**src/hw/rtl/clog_pkg.sv**
```systemverilog
// shared types and codes for the consensus log index table
// no dependencies; used by clog_ctrl, clog_dpath and the top level
package clog_pkg;

   localparam logic [2:0] CMD_APPEND       = 3'd0;
   localparam logic [2:0] CMD_READ         = 3'd1;
   localparam logic [2:0] CMD_TRUNC_AFTER  = 3'd2;
   localparam logic [2:0] CMD_TRUNC_BEFORE = 3'd3;
   localparam logic [2:0] CMD_FIND_FIRST   = 3'd4;
   localparam logic [2:0] CMD_FIND_LAST    = 3'd5;
   localparam logic [2:0] CMD_CLEAR        = 3'd6;
   localparam logic [2:0] CMD_STATUS       = 3'd7;

   localparam logic [1:0] ST_OK   = 2'd0;
   localparam logic [1:0] ST_MISS = 2'd1;
   localparam logic [1:0] ST_FULL = 2'd2;

   typedef struct packed {
      logic [2:0]  command;
      logic [63:0] entry_term;
      logic [1:0]  entry_kind;
      logic [63:0] target_index;
      logic [6:0]  max_count;
   } req_type;

   typedef struct packed {
      logic [1:0]  status;
      logic [63:0] found_index;
      logic [63:0] found_term;
      logic [1:0]  found_kind;
      logic        last_of_run;
      logic [63:0] log_last_index;
      logic [63:0] log_last_term;
      logic [63:0] log_first_index;
   } rsp_type;

   typedef enum logic [3:0] {
      OP_NONE,
      OP_LATCH,
      OP_EXEC,
      OP_RD_LAST,
      OP_CAP_LAST,
      OP_WALK_RD,
      OP_WALK_EMIT,
      OP_WALK_CMP,
      OP_RSP_FIXED
   } dp_op_type;

   typedef struct packed {
      logic [2:0] cmd;
      logic       walk_empty;
      logic       walk_last;
      logic       hit;
      logic       rsp_pending;
   } dp_stat_type;

endpackage

```
**src/hw/rtl/clog_ctrl.sv**
```systemverilog
// controller state machine: sequences command execution and entry walks
// depends on clog_pkg; issues ops to clog_dpath
module clog_ctrl import clog_pkg::*; (
   input  logic        clock,
   input  logic        reset,
   input  logic        req_valid,
   output logic        req_stall,
   input  dp_stat_type stat,
   output dp_op_type   op
);
   typedef enum logic [2:0] {
      S_IDLE,
      S_EXEC,
      S_LAST_RD,
      S_LAST_CAP,
      S_FIXED,
      S_WALK_RD,
      S_WALK_USE
   } state_type;

   state_type state_ff, state_in;
   logic      walk_cmd;

   assign walk_cmd = (stat.cmd == CMD_READ) || (stat.cmd == CMD_FIND_FIRST)
                     || (stat.cmd == CMD_FIND_LAST);
   assign req_stall = (state_ff != S_IDLE);

   always_comb begin
      state_in = state_ff;
      op       = OP_NONE;
      case (state_ff)
         S_IDLE: begin
            if (req_valid) begin
               op       = OP_LATCH;
               state_in = S_EXEC;
            end
         end
         S_EXEC: begin
            op       = OP_EXEC;
            state_in = S_LAST_RD;
         end
         S_LAST_RD: begin
            op       = OP_RD_LAST;
            state_in = S_LAST_CAP;
         end
         S_LAST_CAP: begin
            op       = OP_CAP_LAST;
            state_in = (walk_cmd && !stat.walk_empty) ? S_WALK_RD : S_FIXED;
         end
         S_FIXED: begin
            if (!stat.rsp_pending) begin
               op       = OP_RSP_FIXED;
               state_in = S_IDLE;
            end
         end
         S_WALK_RD: begin
            op       = OP_WALK_RD;
            state_in = S_WALK_USE;
         end
         S_WALK_USE: begin
            if (stat.cmd == CMD_READ) begin
               if (!stat.rsp_pending) begin
                  op       = OP_WALK_EMIT;
                  state_in = stat.walk_last ? S_IDLE : S_WALK_RD;
               end
            end else begin
               op = OP_WALK_CMP;
               if (stat.hit || stat.walk_last) state_in = S_FIXED;
               else state_in = S_WALK_RD;
            end
         end
         default: begin
            state_in = S_IDLE;
         end
      endcase
   end

   always_ff @(posedge clock) begin
      if (reset) begin
         state_ff <= S_IDLE;
      end else begin
         state_ff <= state_in;
      end
   end

endmodule

```
**config.mk**
```make
export PLATFORM = sky130hd
export DESIGN_NAME = clog_ctrl
export DESIGN_NICKNAME = d
export VERILOG_FILES = /design/src/hw/rtl/clog_pkg.sv /design/src/hw/rtl/clog_ctrl.sv
export SDC_FILE = /design/constraint.sdc
export NUM_CORES = 1
export LEC_CHECK = 0
export ABC_AREA = 1
export BUFFER_PORTS_ARGS = -buffer_cell sky130_fd_sc_hd__buf_2
export CAP_MARGIN = 40
export CORE_AREA = 2 2 39 41
export CTS_CLUSTER_SIZE = 16
export DETAILED_ROUTE_END_ITERATION = 10
export DIE_AREA = 0 0 41 43
export HOLD_SLACK_MARGIN = 0.06
export PLACE_DENSITY = 0.48
export SLEW_MARGIN = 10
export SYNTH_ARGS = -nofsm -noshare
export SYNTH_HDL_FRONTEND = slang
export SYNTH_SLANG_ARGS = --single-unit
```
**constraint.sdc**
```tcl
create_clock -name clock -period 1.2 [get_ports clock]
set_clock_uncertainty 0.2 [all_clocks]
set_input_delay 0.12 -clock clock [delete_from_list [all_inputs] [get_ports clock]]
set_output_delay 0.12 -clock clock [all_outputs]
set_load 0.02 [all_outputs]
```
==> impl_summary.md <==
Run status
The run finished, with violations left. The checks that failed: negative setup slack.

Floorplan
The die is 43 um tall. The count of boundary I/O pins is 15. The placement row count is 14. The full die area is 1760 um^2. The x dimension of the die is 41 um. The area inside the core boundary is 1380 um^2. Once the floorplan was initialized, standard cells occupied 20.6% of the core.

Drt
The post-detailed-route wirelength per cell is 9.95 um. The post-detailed-routing wire length is 925 um. The overall via count from detail_route is 420.

The first-iteration detailed-routing DRC count is 3. The number of detailed-routing iterations run before antenna repair is 4. For this run, design rule violations remaining after detail routing come to 0. The remaining antenna violation count is 0. Using the TritonRoute via totals, the vias-per-cell ratio works out to 4.52.

Yosys
After synthesis, the share of flip-flops with an asynchronous set or reset is 0%. The instance count of the mapped netlist is 51. The count of flip-flops with a built-in enable after synthesis is 0. The most common flop cell mapped by yosys is dfxtp_1. Synthesis inferred 3 register bits.

The share of synthesized area in the top cell type comes to 21.1%. The average footprint of a synthesized cell is 5.59 um^2. The biggest area contributor in the post-synthesis netlist is dfxtp_1. The post-synth design cell area is 285 um^2. In the post-synthesis netlist, the biggest area contributors are dfxtp_1 (21%), nand2_1 (16%), nor2_1 (14%). Synthesis produced a netlist with a net count of 61. Counting instances in the post-synthesis netlist gives the leading cell types as nand2_1 (12), nor2_1 (11), nand3_1 (7), inv_1 (4). Sequential elements use 21.1% of the synthesized area. The most repeated cell in the gate-level netlist after synthesis is nand2_1.

The number of different library cells in the post-synthesis netlist is 13. The count of synthesis-stage warnings from yosys is 0.

Global route
The first global-routing pass estimated 1530 um of wire. The total congestion overflow is 0. Entering global routing, the biggest net connects 8 pins. The most crowded layer after global routing is met2. The routing usage on met2 is 20.3%.

The number of global-route vias before repair is 401. The number of antenna violations at the first check in global routing was 0. The global-route total usage across every layer is 13.0%. Global routing consumed, on the met1 layer, 15.0% of the routing resources. The met3 usage in global routing is 4.71%.

Clocking
The clock passes through at most 2 buffers. Buffers inserted during clock tree synthesis total 3. The clock slew seen by the registers of the worst setup and hold paths is 0.04 ns. CTS placed an instance of clkbuf_4 at the clock tree root. The clock net sink count is 3. The depth of the CTS H-tree is 1. The CTS tree is built.

For the worst-skew pair, the clock arrives at the later sink with an insertion delay of 0.24 ns.

Final layout
The number of antenna diodes in the final layout is 0. Cells fill 39.1% of the core in the end. The proportion of layout cells with a drive suffix above 1 is 54.5%.

The register with the most flip-flops in the layout has 3 of them. From synthesis to final layout, the design area changed by 89.5%. After filler insertion, the fill cell instance count of the layout stands at 159. The post-route cell area is 541 um^2.

The count of nets after finishing is 88. The top register by number of flip-flops is state_ff. The largest registers in the layout are state_ff x3.

Setup path
The capturing element type of the critical path is an output pin. The biggest cell delay along the critical path is 0.41 ns. The type of origin of the critical path is a register. The biggest fanout along the worst timing path is 6.

The number of buffer and inverter instances along the worst setup path is 2. The critical path class is reg -> out. The slowest cell on the critical path is dfxtp_4. The arrival time reported for the critical path endpoint is 1.15 ns. For the worst setup path, the data required time is 0.88 ns. Setup slack on the worst reg-to-reg path comes out at -0.10 ns.

Traced cell by cell, the critical path runs through buf_4 > nand2_1 > o211ai_1 > buf_4. The cell family contributing the most delay on the critical path is flip-flops. Among the stages of the critical path, the cell type that occurs most often is buf_4.

Timing
Setup repair after global routing could not meet its margin everywhere. The final total negative setup slack is -1.31 ns. The final critical path takes up 123% of the cycle. The worst slew slack as a fraction of its limit is 86.7%. At the pin with the least slew margin, the transition time is 0.199 ns. The setup violation total in the final timing report is 7. Counting I/O delays and the setup requirement, the final critical path takes 1.47 ns. After layout, the worst setup slack is -0.272 ns. The final hold violation count is 0. The max-slew violation count was 0. For this run, the top clock speed supported by timing is 679 MHz.

Placed design
The post-placement cell area is 420 um^2. OpenSTA, run right after detailed placement, puts the worst setup slack at -0.0909 ns. The HPWL after detailed placement is 662 um. The final RePlAce weighted congestion is 0.676.

The count of buffers from port buffering is 14.

Power
The power after layout is 554 uW. The worst-case IR drop observed on VDD is 598 uV. The total power density per cell area is 1020 nW/um^2.

The leakage power of the design is 0.000253 uW.

Hold path
The path type of the worst min-delay path is in -> reg.

Flow run
Max-cap violations in this run came to 0.
final cells by class:
class                   instances  area [um^2]  share of cell area, %
multi-input cells              41          248                   45.8
clock buffers                   4         26.3                   4.86
inverters                       7         31.3                   5.79
flip-flops and latches          3         71.3                   13.2
well taps                      16         20.0                   3.70
repair buffers                 22          144                   26.6
layout by cell type (no fill, tap or decap), drive strengths merged:
cell type / n
o211ai: 3
nand2: 12
o21ai: 2
inv: 7
a21oi: 1
nor4: 1
clkbuf: 4
dfxtp: 3
nor2: 13
o21a: 1
nand3: 8
buf: 21
dlygate4sd3: 1
what timing repair did:
item	4_1_cts	5_1_grt
pin swaps	4	5
gates resized for setup	15	4
setup buffers	2	1
hold buffers	1	0
setup endpoints to repair	7	8
hold endpoints to repair	3	0
final timing paths:
path	start	endpoint	depth (start not counted)
setup / recovery	state_ff[2]	op[0]	4
hold / removal	stat[2]	state_ff[0]	6
setup reg to reg	state_ff[1]	state_ff[0]	7
hold reg to reg	state_ff[2]	state_ff[2]	3
routing by layer:
metal	vias to the layer above	wire length (um)
met5	-	0
li1	218	-
met3	0	38
met1	193	382
met2	9	505
met4	0	0
cells by family after synthesis:
logic type             synth area share [%]
AND/OR/NAND/NOR                        52.6
AO/OA/AOI/OAI                          17.1
buffers and inverters                  9.21
flip-flops                             21.1
worst register-to-register path, stage by stage (launching register included):
cell      delay (ns)
dfxtp_4         0.40
nand2_1         0.09
nor2_2          0.13
buf_4           0.12
o211ai_1        0.08
nand3_1         0.08
nand2_1         0.05
nor2_1          0.08
per-stage QoR:
stage	std cells	hold WS (ns)
floorplan	51	-0.0249
global placement	85	0.112
detailed placement	85	0.106
CTS	92	0.0688
global route	93	0.126
finish	93	0.0786
where the power goes:
part	switching (uW)	total, uW	leakage (uW)	internal, uW
clock	54.7	180	0.0000150	125
combinational	125	234	0.000211	109
sequential	27.8	140	0.0000267	113
total	207	554	0.000253	346
(Power assumes the default switching activity.)
